<file path="config.mk">
export PLATFORM = sky130hd
export DESIGN_NAME = coap_block_upload_tracker
export DESIGN_NICKNAME = d
export VERILOG_FILES = /design/src/rtl/cbut_pkg.sv /design/src/rtl/coap_block_upload_tracker.sv /design/src/rtl/cbut_slot_mem.sv /design/src/rtl/cbut_eval.sv
export SDC_FILE = /design/constraint.sdc
export NUM_CORES = 1
export LEC_CHECK = 0
export ABC_CLOCK_PERIOD_IN_PS = 14300
export BUFFER_PORTS_ARGS = -buffer_cell sky130_fd_sc_hd__buf_4
export CAP_MARGIN = 20
export CORE_ASPECT_RATIO = 0.8
export CORE_UTILIZATION = 55
export CTS_CLUSTER_DIAMETER = 40
export DETAILED_ROUTE_END_ITERATION = 10
export GPL_ROUTABILITY_DRIVEN = 0
export PLACE_DENSITY = 0.8
export SYNTH_ARGS = -nofsm -noshare
export SYNTH_HDL_FRONTEND = slang
export SYNTH_SLANG_ARGS = --single-unit
</file>
<file path="constraint.sdc">
create_clock -name clk_i -period 14.3 [get_ports clk_i]
set_input_delay 2.145 -clock clk_i [delete_from_list [all_inputs] [get_ports clk_i]]
set_output_delay 2.145 -clock clk_i [all_outputs]
set_load 0.03 [all_outputs]
</file>
<file path="src/rtl/cbut_pkg.sv">
// ----------------------------------------------------------------------------
// cbut_pkg
// Shared types and codes of the block-wise upload tracker: request and
// result transactions, function and status codes, controller states.
// ----------------------------------------------------------------------------
package cbut_pkg;

  // Function codes of a request transaction
  localparam logic [1:0] FUNC_BLOCK1  = 2'd0;
  localparam logic [1:0] FUNC_PLAIN   = 2'd1;
  localparam logic [1:0] FUNC_RELEASE = 2'd2;
  localparam logic [1:0] FUNC_UNUSED  = 2'd3;

  // Status codes of a result transaction
  localparam logic [2:0] STAT_DONE          = 3'd0;
  localparam logic [2:0] STAT_NOT_BLOCKWISE = 3'd1;
  localparam logic [2:0] STAT_WAIT_MORE     = 3'd2;
  localparam logic [2:0] STAT_MISSING       = 3'd3;
  localparam logic [2:0] STAT_OVERFLOW      = 3'd4;

  // Response codes: 2.31 Continue and 4.08 Request Entity Incomplete
  localparam logic [7:0] CODE_CONTINUE   = 8'd95;
  localparam logic [7:0] CODE_INCOMPLETE = 8'd136;

  // Largest legal size exponent; the reserved code folds onto it
  localparam logic [2:0] SZX_MAX      = 3'd6;
  localparam logic [2:0] SZX_RESERVED = 3'd7;

  typedef struct packed {
    logic [1:0]  func;
    logic [15:0] session_id;
    logic [19:0] block_num;
    logic [2:0]  block_szx;
    logic        more_flag;
    logic [10:0] payload_size;
  } req_t;

  typedef struct packed {
    logic [2:0]  status;
    logic [7:0]  response_code;
    logic        option_valid;
    logic [23:0] option_value;
    logic        write_enable;
    logic [15:0] write_offset;
    logic [16:0] assembled_length;
  } rsp_t;

  // Table update requested by the evaluation step
  typedef struct packed {
    logic mem_we;
    logic set_valid;
    logic clr_valid;
  } upd_t;

  typedef enum logic [1:0] {
    ST_IDLE,
    ST_SCAN,
    ST_EVAL
  } state_e;

endpackage

</file>
<file path="src/rtl/coap_block_upload_tracker.sv">
// ----------------------------------------------------------------------------
// coap_block_upload_tracker
// Block-wise upload tracker: per-session assembled length kept in a slot
// table, one result per request or release transaction.
// ----------------------------------------------------------------------------
// Usage:
//   Request channel: a transaction is taken at a clock edge with start_i high
//   and busy_o low; req_i carries the function, session and Block1 fields.
//   Result channel: valid_o is high for exactly one cycle with rsp_o; the
//   receiver cannot stall it, and a new request may be taken in that cycle.
//   Scan: the controller walks the slot table one entry per cycle through
//   the single read port of the slot memory (registered read data), stops
//   at the first matching session, then evaluates and writes back in the
//   evaluation state. The scan runs through the whole table when the
//   session is new or sits in the last slot.
//   The unused function code is dropped at acceptance and gives no result.
//   Reset: slot valid flags clear at once, so the table starts empty with
//   no clearing pass; the slot memory itself is not reset.
// ----------------------------------------------------------------------------
module coap_block_upload_tracker #(
  parameter int SESSIONS = 8,
  parameter int MAX_LEN  = 65536
) (
  input  logic           clk_i,
  input  logic           rst_ni,
  input  logic           start_i,
  output logic           busy_o,
  input  cbut_pkg::req_t req_i,
  output logic           valid_o,
  output cbut_pkg::rsp_t rsp_o
);

  localparam int IW = (SESSIONS > 1) ? $clog2(SESSIONS) : 1;
  localparam int LW = $clog2(MAX_LEN + 1);
  localparam int MW = 16 + LW;
  localparam logic [IW-1:0] LastIdx = IW'(SESSIONS - 1);

  cbut_pkg::state_e state_q, state_d;

  // control registers
  logic [SESSIONS-1:0] slot_valid_q;
  logic                issue_on_q;
  logic [IW-1:0]       issue_idx_q;
  logic                rd_pend_q;
  logic                hit_q;
  logic                free_found_q;
  logic                out_valid_q;

  // payload registers
  cbut_pkg::req_t      req_q;
  logic [IW-1:0]       rd_idx_q;
  logic [IW-1:0]       slot_q;
  logic [IW-1:0]       free_idx_q;
  logic [LW-1:0]       cur_q;
  cbut_pkg::rsp_t      rsp_q;

  logic                accept;
  logic                mem_re;
  logic                in_scan;
  logic                in_eval;
  logic [MW-1:0]       rdata;
  logic [15:0]         rd_session;
  logic [LW-1:0]       rd_len;
  logic                match;
  logic                scan_last;
  logic [IW-1:0]       slot_sel;
  logic [LW-1:0]       cur_sel;
  cbut_pkg::rsp_t      eval_rsp;
  cbut_pkg::upd_t      eval_upd;
  logic [LW-1:0]       new_len;

  assign accept     = start_i && !busy_o;
  assign rd_session = rdata[MW-1:LW];
  assign rd_len     = rdata[LW-1:0];
  assign match      = rd_pend_q && slot_valid_q[rd_idx_q] && (rd_session == req_q.session_id);
  assign scan_last  = rd_pend_q && (rd_idx_q == LastIdx);
  assign slot_sel   = hit_q ? slot_q : free_idx_q;
  assign cur_sel    = hit_q ? cur_q : '0;

  // Next state
  always_comb begin
    state_d = state_q;
    unique case (state_q)
      cbut_pkg::ST_IDLE: begin
        if (accept && req_i.func != cbut_pkg::FUNC_UNUSED) begin
          state_d = cbut_pkg::ST_SCAN;
        end
      end
      cbut_pkg::ST_SCAN: begin
        if (match || scan_last) begin
          state_d = cbut_pkg::ST_EVAL;
        end
      end
      cbut_pkg::ST_EVAL: begin
        state_d = cbut_pkg::ST_IDLE;
      end
      default: begin
        state_d = cbut_pkg::ST_IDLE;
      end
    endcase
  end

  // Controller outputs
  always_comb begin
    busy_o  = 1'b1;
    in_scan = 1'b0;
    in_eval = 1'b0;
    unique case (state_q)
      cbut_pkg::ST_IDLE: busy_o  = 1'b0;
      cbut_pkg::ST_SCAN: in_scan = 1'b1;
      cbut_pkg::ST_EVAL: in_eval = 1'b1;
      default:           busy_o  = 1'b1;
    endcase
  end

  assign mem_re = in_scan && issue_on_q;

  // Slot table storage: session id over assembled length
  cbut_slot_mem #(
    .DEPTH (SESSIONS),
    .WIDTH (MW)
  ) u_slot_mem (
    .clk_i   (clk_i),
    .we_i    (in_eval && eval_upd.mem_we),
    .waddr_i (slot_sel),
    .wdata_i ({req_q.session_id, new_len}),
    .re_i    (mem_re),
    .raddr_i (issue_idx_q),
    .rdata_o (rdata)
  );

  // Evaluate the block against the found or new slot
  cbut_eval #(
    .MAX_LEN (MAX_LEN)
  ) u_eval (
    .req_i       (req_q),
    .hit_i       (hit_q),
    .have_slot_i (hit_q || free_found_q),
    .cur_len_i   (cur_sel),
    .rsp_o       (eval_rsp),
    .upd_o       (eval_upd),
    .new_len_o   (new_len)
  );

  // Control state: scan sequencing, search flags, valid flags, strobe
  always_ff @(posedge clk_i or negedge rst_ni) begin
    if (!rst_ni) begin
      state_q      <= cbut_pkg::ST_IDLE;
      slot_valid_q <= '0;
      issue_on_q   <= 1'b0;
      issue_idx_q  <= '0;
      rd_pend_q    <= 1'b0;
      hit_q        <= 1'b0;
      free_found_q <= 1'b0;
      out_valid_q  <= 1'b0;
    end else begin
      state_q     <= state_d;
      out_valid_q <= in_eval;
      if (accept) begin
        issue_on_q   <= 1'b1;
        issue_idx_q  <= '0;
        rd_pend_q    <= 1'b0;
        hit_q        <= 1'b0;
        free_found_q <= 1'b0;
      end else if (in_scan) begin
        // advance the read address, one entry a cycle
        rd_pend_q <= issue_on_q;
        if (issue_on_q) begin
          if (issue_idx_q == LastIdx) begin
            issue_on_q <= 1'b0;
          end else begin
            issue_idx_q <= issue_idx_q + IW'(1);
          end
        end
        // compare the entry read in the previous cycle
        if (match) begin
          hit_q <= 1'b1;
        end else if (rd_pend_q && !slot_valid_q[rd_idx_q] && !free_found_q) begin
          free_found_q <= 1'b1;
        end
      end else if (in_eval) begin
        if (eval_upd.set_valid) begin
          slot_valid_q[slot_sel] <= 1'b1;
        end
        if (eval_upd.clr_valid) begin
          slot_valid_q[slot_sel] <= 1'b0;
        end
      end
    end
  end

  // Payload: request, scan indexes, slot length, result
  always_ff @(posedge clk_i) begin
    if (accept) begin
      req_q <= req_i;
    end
    if (mem_re) begin
      rd_idx_q <= issue_idx_q;
    end
    if (in_scan && match) begin
      slot_q <= rd_idx_q;
      cur_q  <= rd_len;
    end
    if (in_scan && rd_pend_q && !slot_valid_q[rd_idx_q] && !free_found_q) begin
      free_idx_q <= rd_idx_q;
    end
    if (in_eval) begin
      rsp_q <= eval_rsp;
    end
  end

  assign valid_o = out_valid_q;
  assign rsp_o   = rsp_q;

endmodule

</file>
<file path="src/rtl/cbut_slot_mem.sv">
// ----------------------------------------------------------------------------
// cbut_slot_mem
// Slot table storage: one write port, one read port, registered read data.
// ----------------------------------------------------------------------------
module cbut_slot_mem #(
  parameter int DEPTH = 8,
  parameter int WIDTH = 33,
  localparam int AW = (DEPTH > 1) ? $clog2(DEPTH) : 1
) (
  input  logic             clk_i,
  input  logic             we_i,
  input  logic [AW-1:0]    waddr_i,
  input  logic [WIDTH-1:0] wdata_i,
  input  logic             re_i,
  input  logic [AW-1:0]    raddr_i,
  output logic [WIDTH-1:0] rdata_o
);

  logic [WIDTH-1:0] mem_q [DEPTH];
  logic [WIDTH-1:0] rdata_q;

  // Write port
  always_ff @(posedge clk_i) begin
    if (we_i) begin
      mem_q[waddr_i] <= wdata_i;
    end
  end

  // Read port, registered read data
  always_ff @(posedge clk_i) begin
    if (re_i) begin
      rdata_q <= mem_q[raddr_i];
    end
  end

  assign rdata_o = rdata_q;

endmodule

</file>
<file path="src/rtl/cbut_eval.sv">
// ----------------------------------------------------------------------------
// cbut_eval
// Block evaluation: classifies one transaction against the slot's assembled
// length and forms the result and the table update.
// ----------------------------------------------------------------------------
module cbut_eval #(
  parameter int MAX_LEN = 65536,
  localparam int LW = $clog2(MAX_LEN + 1)
) (
  input  cbut_pkg::req_t  req_i,
  input  logic            hit_i,
  input  logic            have_slot_i,
  input  logic [LW-1:0]   cur_len_i,
  output cbut_pkg::rsp_t  rsp_o,
  output cbut_pkg::upd_t  upd_o,
  output logic [LW-1:0]   new_len_o
);

  localparam int LXW = (LW > 17) ? LW : 17;
  localparam logic [31:0] MaxLenW = 32'(MAX_LEN);

  logic [2:0]     szx_eff;
  logic [3:0]     shamt;
  logic [30:0]    offset;
  logic [31:0]    end_pos;
  logic [31:0]    cur_w;
  logic [LXW-1:0] cur_ext;
  logic           respond;

  // Fold the reserved exponent and form the byte offset of the block
  assign szx_eff = (req_i.block_szx == cbut_pkg::SZX_RESERVED) ? cbut_pkg::SZX_MAX
                                                               : req_i.block_szx;
  assign shamt   = 4'(szx_eff) + 4'd4;
  assign offset  = {11'b0, req_i.block_num} << shamt;
  assign end_pos = 32'(offset) + 32'(req_i.payload_size);
  assign cur_w   = 32'(cur_len_i);
  assign cur_ext = LXW'(cur_len_i);

  // Classify the transaction
  always_comb begin
    respond   = 1'b0;
    rsp_o     = '0;
    upd_o     = '0;
    new_len_o = cur_len_i;
    case (req_i.func) inside
      cbut_pkg::FUNC_RELEASE: begin
        if (hit_i) begin
          if (!req_i.more_flag) begin
            upd_o.clr_valid = 1'b1;
          end else begin
            rsp_o.assembled_length = cur_ext[16:0];
          end
        end
      end
      cbut_pkg::FUNC_BLOCK1, cbut_pkg::FUNC_PLAIN: begin
        if (!have_slot_i) begin
          rsp_o.status = cbut_pkg::STAT_MISSING;
        end else begin
          // a new slot is taken with length zero
          upd_o.set_valid = !hit_i;
          upd_o.mem_we    = !hit_i;
          if (req_i.func == cbut_pkg::FUNC_PLAIN) begin
            rsp_o.status           = cbut_pkg::STAT_NOT_BLOCKWISE;
            rsp_o.assembled_length = cur_ext[16:0];
          end else begin
            respond = 1'b1;
            if (req_i.payload_size != 11'd0) begin
              if (offset != 31'd0 && 32'(offset) > cur_w) begin
                rsp_o.status        = cbut_pkg::STAT_MISSING;
                rsp_o.response_code = cbut_pkg::CODE_INCOMPLETE;
                respond             = 1'b0;
              end else if (offset != 31'd0 && 32'(offset) < cur_w) begin
                // duplicate block: acknowledge only
                respond = 1'b1;
              end else if (end_pos > MaxLenW) begin
                rsp_o.status = cbut_pkg::STAT_OVERFLOW;
                respond      = 1'b0;
              end else begin
                new_len_o          = LW'(end_pos);
                upd_o.mem_we       = 1'b1;
                rsp_o.write_enable = 1'b1;
                rsp_o.write_offset = offset[15:0];
              end
            end
            if (respond && req_i.more_flag) begin
              rsp_o.status        = cbut_pkg::STAT_WAIT_MORE;
              rsp_o.response_code = cbut_pkg::CODE_CONTINUE;
              rsp_o.option_valid  = 1'b1;
              rsp_o.option_value  = {req_i.block_num, req_i.more_flag, szx_eff};
            end
            rsp_o.assembled_length = 17'(new_len_o);
          end
        end
      end
      default: begin
        rsp_o = '0;
      end
    endcase
  end

endmodule

</file>
Word-level counts from Yosys, hierarchy flattened:

Memories as Yosys holds them, arrays and structs flattened. A register that Yosys moved wholly into a read port is not among the register bits.
Index checks and enable logic that the tools add are counted.

* flip-flop bits (word level): 167
* latch bits: 0
* memory bits (writable): 264
* memory bits (read-only): 0
* bits of input ports: 56
* output and inout bits: 72
* word-level logic and storage cells: 181
* memories kept: 1

* add/subtract/negate cells: 3
* multipliers: 0
* div/mod/pow operators: 0
* magnitude comparators: 6
* equal/unequal tests: 13
* shifts and indexed selects: 1
* muxes and demuxes: 78
* bitwise operators: 9
* reduce and logical (&&, ||, !) cells: 43

Memory list
* u_slot_mem.mem_q: depth 8, bits a word 33, rd ports 1, clocked after Yosys merged registers in 1, wr ports 1, RTL line cbut_slot_mem.sv:19 `logic [WIDTH-1:0] mem_q [DEPTH];`

Operator list (count)
* two-way mux 17 bit: 15
* two-way mux 8 bit: 6
* two-way mux 1 bit: 36
* two-way mux 35 bit: 1
* adder 31 x 11 -> 32 bit: 1
* greater-than comparator 32 x 17 -> 1 bit, second input constant: 1
* greater-than comparator 31 x 17 -> 1 bit: 1
* less-than comparator 31 x 17 -> 1 bit: 1
* nonzero test 31 bit: 1
* left shift 20 x 4 -> 31 bit: 1
* two-way mux 3 bit: 7
* two-way mux 2 bit: 9
* logical AND 1 bit: 17
* equality test 16 bit: 1
* OR reduction 8 bit: 2
* nonzero test 11 bit: 1
* two-way mux 10 bit: 1
* equality test 3 bit, second input constant: 3
* AND reduction 3 bit: 3
* AND 8 bit: 1
* less-than comparator 3 x 4 -> 1 bit, second input constant: 2
* inequality test 2 bit, second input constant: 4
* inverter 8 bit: 1
* OR 8 bit: 1
* 20 further kinds: 36

Longest topological paths before layout:

* depth after elaboration: 20
* depth in mapped cells: 19
* depth with buffers taken out: 16

Cells and area by module:

A second synthesis with hierarchy kept.

* cells, all modules: 1273
* area total of the unflattened synthesis: 20392.1 µm²

By module, submodules not included
* cbut_slot_mem: times used 1, cells an instance 427, area an instance 10970.5 µm², sequential area each 8918.6 µm²
* coap_block_upload_tracker: times used 1, cells an instance 283, area an instance 5688.0 µm², sequential area each 4924.7 µm²
* cbut_eval: times used 1, cells an instance 563, area an instance 3733.6 µm², sequential area each 0.0 µm²

Worst setup path after synthesis:

No wires, ideal clock.

* path kind: register -> register
* start: reg req_q[13] (netlist bit)
* end: mem u_slot_mem.mem_q[0][0] (enable)
* setup time: 0.518 ns
* arrival: 7.179 ns
* required time: 13.782 ns
* path slack: 6.604 ns
* stages on the path, launching flop included: 18
* cell sequence: edfxtp_1 -> buf_2 -> buf_2 -> buf_4 -> buf_2 -> buf_1 -> nor3_1 -> ha_1 -> nor2_1 -> or2_2 -> nor3_1 -> nor3_1 -> nor4_1 -> a41oi_1 -> a211oi_2 -> o211a_4 -> a31oi_2 -> nor4b_1

* word-level cells in the longest chain between the ends: 17
* elaborated cells on any way between the ends: 22
* those cells by class: add/sub: 2; order compare: 3; eq/ne: 1; shift: 1; mux: 11; reduce/logical: 4

RTL lines
* start, declared: RTL line coap_block_upload_tracker.sv:50 `cbut_pkg::req_t req_q;`
* start signal, assigned: RTL line coap_block_upload_tracker.sv:195 `req_q <= req_i;`
* equality test 3 bit: RTL line cbut_eval.sv:31 `assign szx_eff = (req_i.block_szx == cbut_pkg::SZX_RESERVED) ? cbut_pkg::SZX_MAX`
* two-way mux 3 bit *: RTL line cbut_eval.sv:31
* adder 3 x 3 -> 4 bit *: RTL line cbut_eval.sv:33 `assign shamt = 4'(szx_eff) + 4'd4;`
* left shift 20 x 4 -> 31 bit *: RTL line cbut_eval.sv:34 `assign offset = {11'b0, req_i.block_num} << shamt;`
* net u_eval.offset[5]: RTL line cbut_eval.sv:24 `logic [30:0] offset;`
* adder 31 x 11 -> 32 bit: RTL line cbut_eval.sv:35 `assign end_pos = 32'(offset) + 32'(req_i.payload_size);`
* greater-than comparator 32 x 17 -> 1 bit: RTL line cbut_eval.sv:75 `end else if (end_pos > MaxLenW) begin`
* two-way mux 1 bit: RTL line cbut_eval.sv:75
* two-way mux 1 bit: RTL line cbut_eval.sv:72 `end else if (offset != 31'd0 && 32'(offset) < cur_w) begin`
* two-way mux 1 bit *: RTL line cbut_eval.sv:68 `if (offset != 31'd0 && 32'(offset) > cur_w) begin`
* two-way mux 1 bit *: RTL line cbut_eval.sv:67 `if (req_i.payload_size != 11'd0) begin`
* two-way mux 1 bit *: RTL line cbut_eval.sv:62 `if (req_i.func == cbut_pkg::FUNC_PLAIN) begin`
* two-way mux 2 bit *: RTL line cbut_eval.sv:56 `if (!have_slot_i) begin`
* two-way mux 2 bit * (2 in a row): RTL line cbut_eval.sv:45 `case (req_i.func) inside`
* logical AND 1 bit *: RTL line coap_block_upload_tracker.sv:124 `.we_i (in_eval && eval_upd.mem_we),`
* two-way mux 1 bit *: RTL line cbut_slot_mem.sv:24 `if (we_i) begin`
* two-way mux 1 bit (implied by the code) *: RTL line cbut_slot_mem.sv:25 `mem_q[waddr_i] <= wdata_i;`
* end, declared: RTL line cbut_slot_mem.sv:19

The timed path passes the listed nets; every way through them passes the cells marked *.

Worst setup path after layout:

* start: reg req_q[12] (netlist bit)
* end: mem u_slot_mem.mem_q[4][4], data pin

* word-level cells in the longest chain between the ends: 14
* elaborated cells on any way between the ends: 19
* those cells by class: add/sub: 2; order compare: 3; eq/ne: 1; shift: 1; mux: 9; reduce/logical: 3

RTL lines
* equality test 3 bit: RTL line cbut_eval.sv:31
* two-way mux 3 bit *: RTL line cbut_eval.sv:31
* adder 3 x 3 -> 4 bit *: RTL line cbut_eval.sv:33
* left shift 20 x 4 -> 31 bit *: RTL line cbut_eval.sv:34
* net u_eval.offset[8]: RTL line cbut_eval.sv:24
* adder 31 x 11 -> 32 bit: RTL line cbut_eval.sv:35
* greater-than comparator 32 x 17 -> 1 bit: RTL line cbut_eval.sv:75
* two-way mux 17 bit: RTL line cbut_eval.sv:75
* two-way mux 17 bit: RTL line cbut_eval.sv:72
* two-way mux 17 bit *: RTL line cbut_eval.sv:68
* two-way mux 17 bit *: RTL line cbut_eval.sv:67
* two-way mux 17 bit *: RTL line cbut_eval.sv:62
* two-way mux 17 bit *: RTL line cbut_eval.sv:56
* two-way mux 17 bit * (2 in a row): RTL line cbut_eval.sv:45
* net new_len[4]: RTL line coap_block_upload_tracker.sv:70 `logic [LW-1:0] new_len;`

Marked as above.

==> results.toml <==
[sta]
period_needed_ps = 5860
hold_ws_ps = 415
period_share_pct = 41.0
fin_setup_tns_ps = 0
setup_violations = 0
rsz0062_at_grt = "false"
slew_violations = 0
tightest_slew_ps = 1120
finalWorstSetupSlack_ps = 8440
slew_headroom_pct = 25.1
hold_viol = 0
fmax_mhz = 171
fin_skew_ps = 21.4

[logic_synthesis]
synth_xor_area_share_pct = 1.56
yosysTopAreaCell = "edfxtp_1"
syn_area_mm2 = 0.0203
syn_area_per_cell_um2 = 15.9
yosys.area_share.simple_pct = 8.52
synth-compound-area-share_pct = 7.20
syn_inst = 1275
synth_top_family_by_area = "multiplexers"
yosysUniqueCellTypes = 86
yosysSeqAreaShare_pct = 67.4
synth_seq_cells = 458
synthTopCellsByArea = "edfxtp_1 65%, mux4_2 7.8%, mux2_2 2.6%"
yosysWarnings = 0
yosys.area_share.adder_pct = 1.95
yosysTopAreaCellShare_pct = 65.2
synthMuxAreaShare_pct = 11.0
synth_edf_count = 440
synth-async-reset-ratio_pct = 3.93
synth_ff_type = "edfxtp_1"

[route]
drc = 0
wirelength_mm = 45.9
vias = 12200
wire_per_inst_um = 23.8
drtAntennaViolNets = 0
dr.pass1.iters = 5
drtIter0Drc = 1547
vias_per_cell = 6.33

[worst_hold_path]
worstHoldPathType = "reg2reg"
hp-start = "u_slot_mem.rdata_o[15]"

[die]
coreArea_mm2 = 0.0361
rows = 62
dieArea_mm2 = 0.0376
initial_utilization_pct = 56.2
die_h_um = 174
top_level_ports = 128
die_w_um = 217

[setup_path]
r2r-start = "req_q[12]"
startpoint = "req_q[12]"
crit_slowest_cell = "a21oi_2"
start_kind = "flop"
crit_arrival_ps = 6050
crit_fanout = 41
path_class = "reg2reg"
path_cells = "buf_4 > nor2b_1 > o2bb2ai_1 > o2bb2ai_1 > ha_1 > a21oi_1 > a21oi_1 > o21a_1 > nor3_1 > and3_1 > o21ai_0 > a211oi_1 > o211ai_1 > a21oi_2 > o22ai_1"
end_kind = "flop"
required_ps = 14480
max_stage_delay_ps = 750

[clocking]
cts-root-buf = "clkbuf_16"
clkLatencyLatePin_ps = 560
clk_pin_slew_worst_paths_ps = 60
clock_path_buffers = 3
cts.sinks = 458
h-tree-depth = 2
cts_tree = "built"
cts_resized = 0
cts_made_buffers = 49
cts_setup_buffers = 0
holdBufCountCts = 0

[cells_and_area]
antenna_cells = 0
fillers = 2424
layout_common_cells = "440 x edfxtp_1, 145 x buf_4, 78 x nand2_1"
layout_commonest_cell = "edfxtp_1"
drive_gt1_share_pct = 25.8
syn2layout_area_growth_pct = 14.6
nNetsFinal = 1501

[power]
p_leak_nw = 8.00
peakVddDrop_uv = 108
total_power_w = 0.00409
power_density_mw_per_mm2 = 176

[placed_design]
dp_slack_ps = 8640
portBuffers = 126
dp_hpwl_mm = 28.6

[grt]
grt_use_met3_pct = 3.89
grt_util_met1_pct = 36.6
grt_busiest_layer = "met2"
grt_start_max_net_pins = 70
grt_usage_pct = 24.6
grt_overflow = 0
first_global_vias = 12000
use_met2_pct = 37.8
grt_pass1_wl_mm = 70.3
antenna_found_initial = 0

[job]
cap_violations = 0

[status]
status = "finished clean"
## layer usage
layer	wire [um]	part of all wire (%)
met4	946	2.1
met3	3980	8.7
met5	0	0
met1	19500	42
met2	21500	47
## sequential cells by signal, summed over array words and instances, names as in the netlist, 8 cells and up
name	count
cur_q	17
u_slot_mem.rdata_o	33
rsp_o	64
slot_valid_q	8
u_slot_mem.mem_q	264
req_q	53
## power breakdown
| part | switching, W | internal [W] |
|---|---|---|
| combinational | 0.000647 | 0.000442 |
| clock | 0.000518 | 0.000667 |
| sequential | 0.000130 | 0.00169 |
## per-stage QoR
stage / util, % / area, um^2 / cells
floorplan: - / 20300 / 1283
global placement: 60.1 / 21700 / 1842
detailed placement: 60.1 / 21700 / 1842
CTS: 64.4 / 23200 / 1931
global route: 64.4 / 23200 / 1932
finish: 64.4 / 23200 / 1932
## worst paths after layout
| path | end | slack [ps] | depth (start not counted) |
|---|---|---|---|
| min reg2reg | cur_q[15] | 410 | 0 |
| max in group asynchronous | issue_idx_q[0] | 12610 | 1 |
| max reg2reg | u_slot_mem.mem_q[4][4] | 8440 | 15 |
| max | u_slot_mem.mem_q[4][4] | 8440 | 15 |
| min | cur_q[15] | 410 | 0 |
| min in group asynchronous | slot_valid_q[0] | 1450 | 1 |
## layout make-up
class | instances | area (um^2) | area share, %
sequential | 458 | 13700 | 58.9
timing repair buffer | 146 | 1100 | 4.72
multi-input combinational | 733 | 6220 | 26.8
tap | 480 | 601 | 2.59
clock buffer | 58 | 1310 | 5.65
inverter | 26 | 97.6 | 0.420
clock inverter | 31 | 223 | 0.959
## worst max-delay path, delay by kind of cell (launching register included)
family,cells,cell delay (ps)
compound gates,10,3120
buf+inv,1,390
flops,1,350
simple gates,3,1200
fa+ha+maj,1,400
## synth_stat cells (all sizes together), types with 18 or more instances
| cell type | instances |
|---|---|
| dfrtp | 18 |
| nor4 | 21 |
| mux4 | 70 |
| o22ai | 32 |
| ha | 30 |
| nand2 | 78 |
| buf | 40 |
| a21oi | 38 |
| and2 | 28 |
| o21ai | 38 |
| mux2 | 48 |
| inv | 26 |
| xor2 | 21 |
| edfxtp | 440 |
| clkbuf | 26 |
| nor2 | 61 |
| nand3 | 19 |
## cell families after synthesis
group | Yosys count
fa+ha+maj | 31
other cells | 2
flops | 458
compound gates | 207
simple gates | 320
xor+xnor | 36
buf+inv | 92
mux | 129
Power figures use the tool's default switching activity.
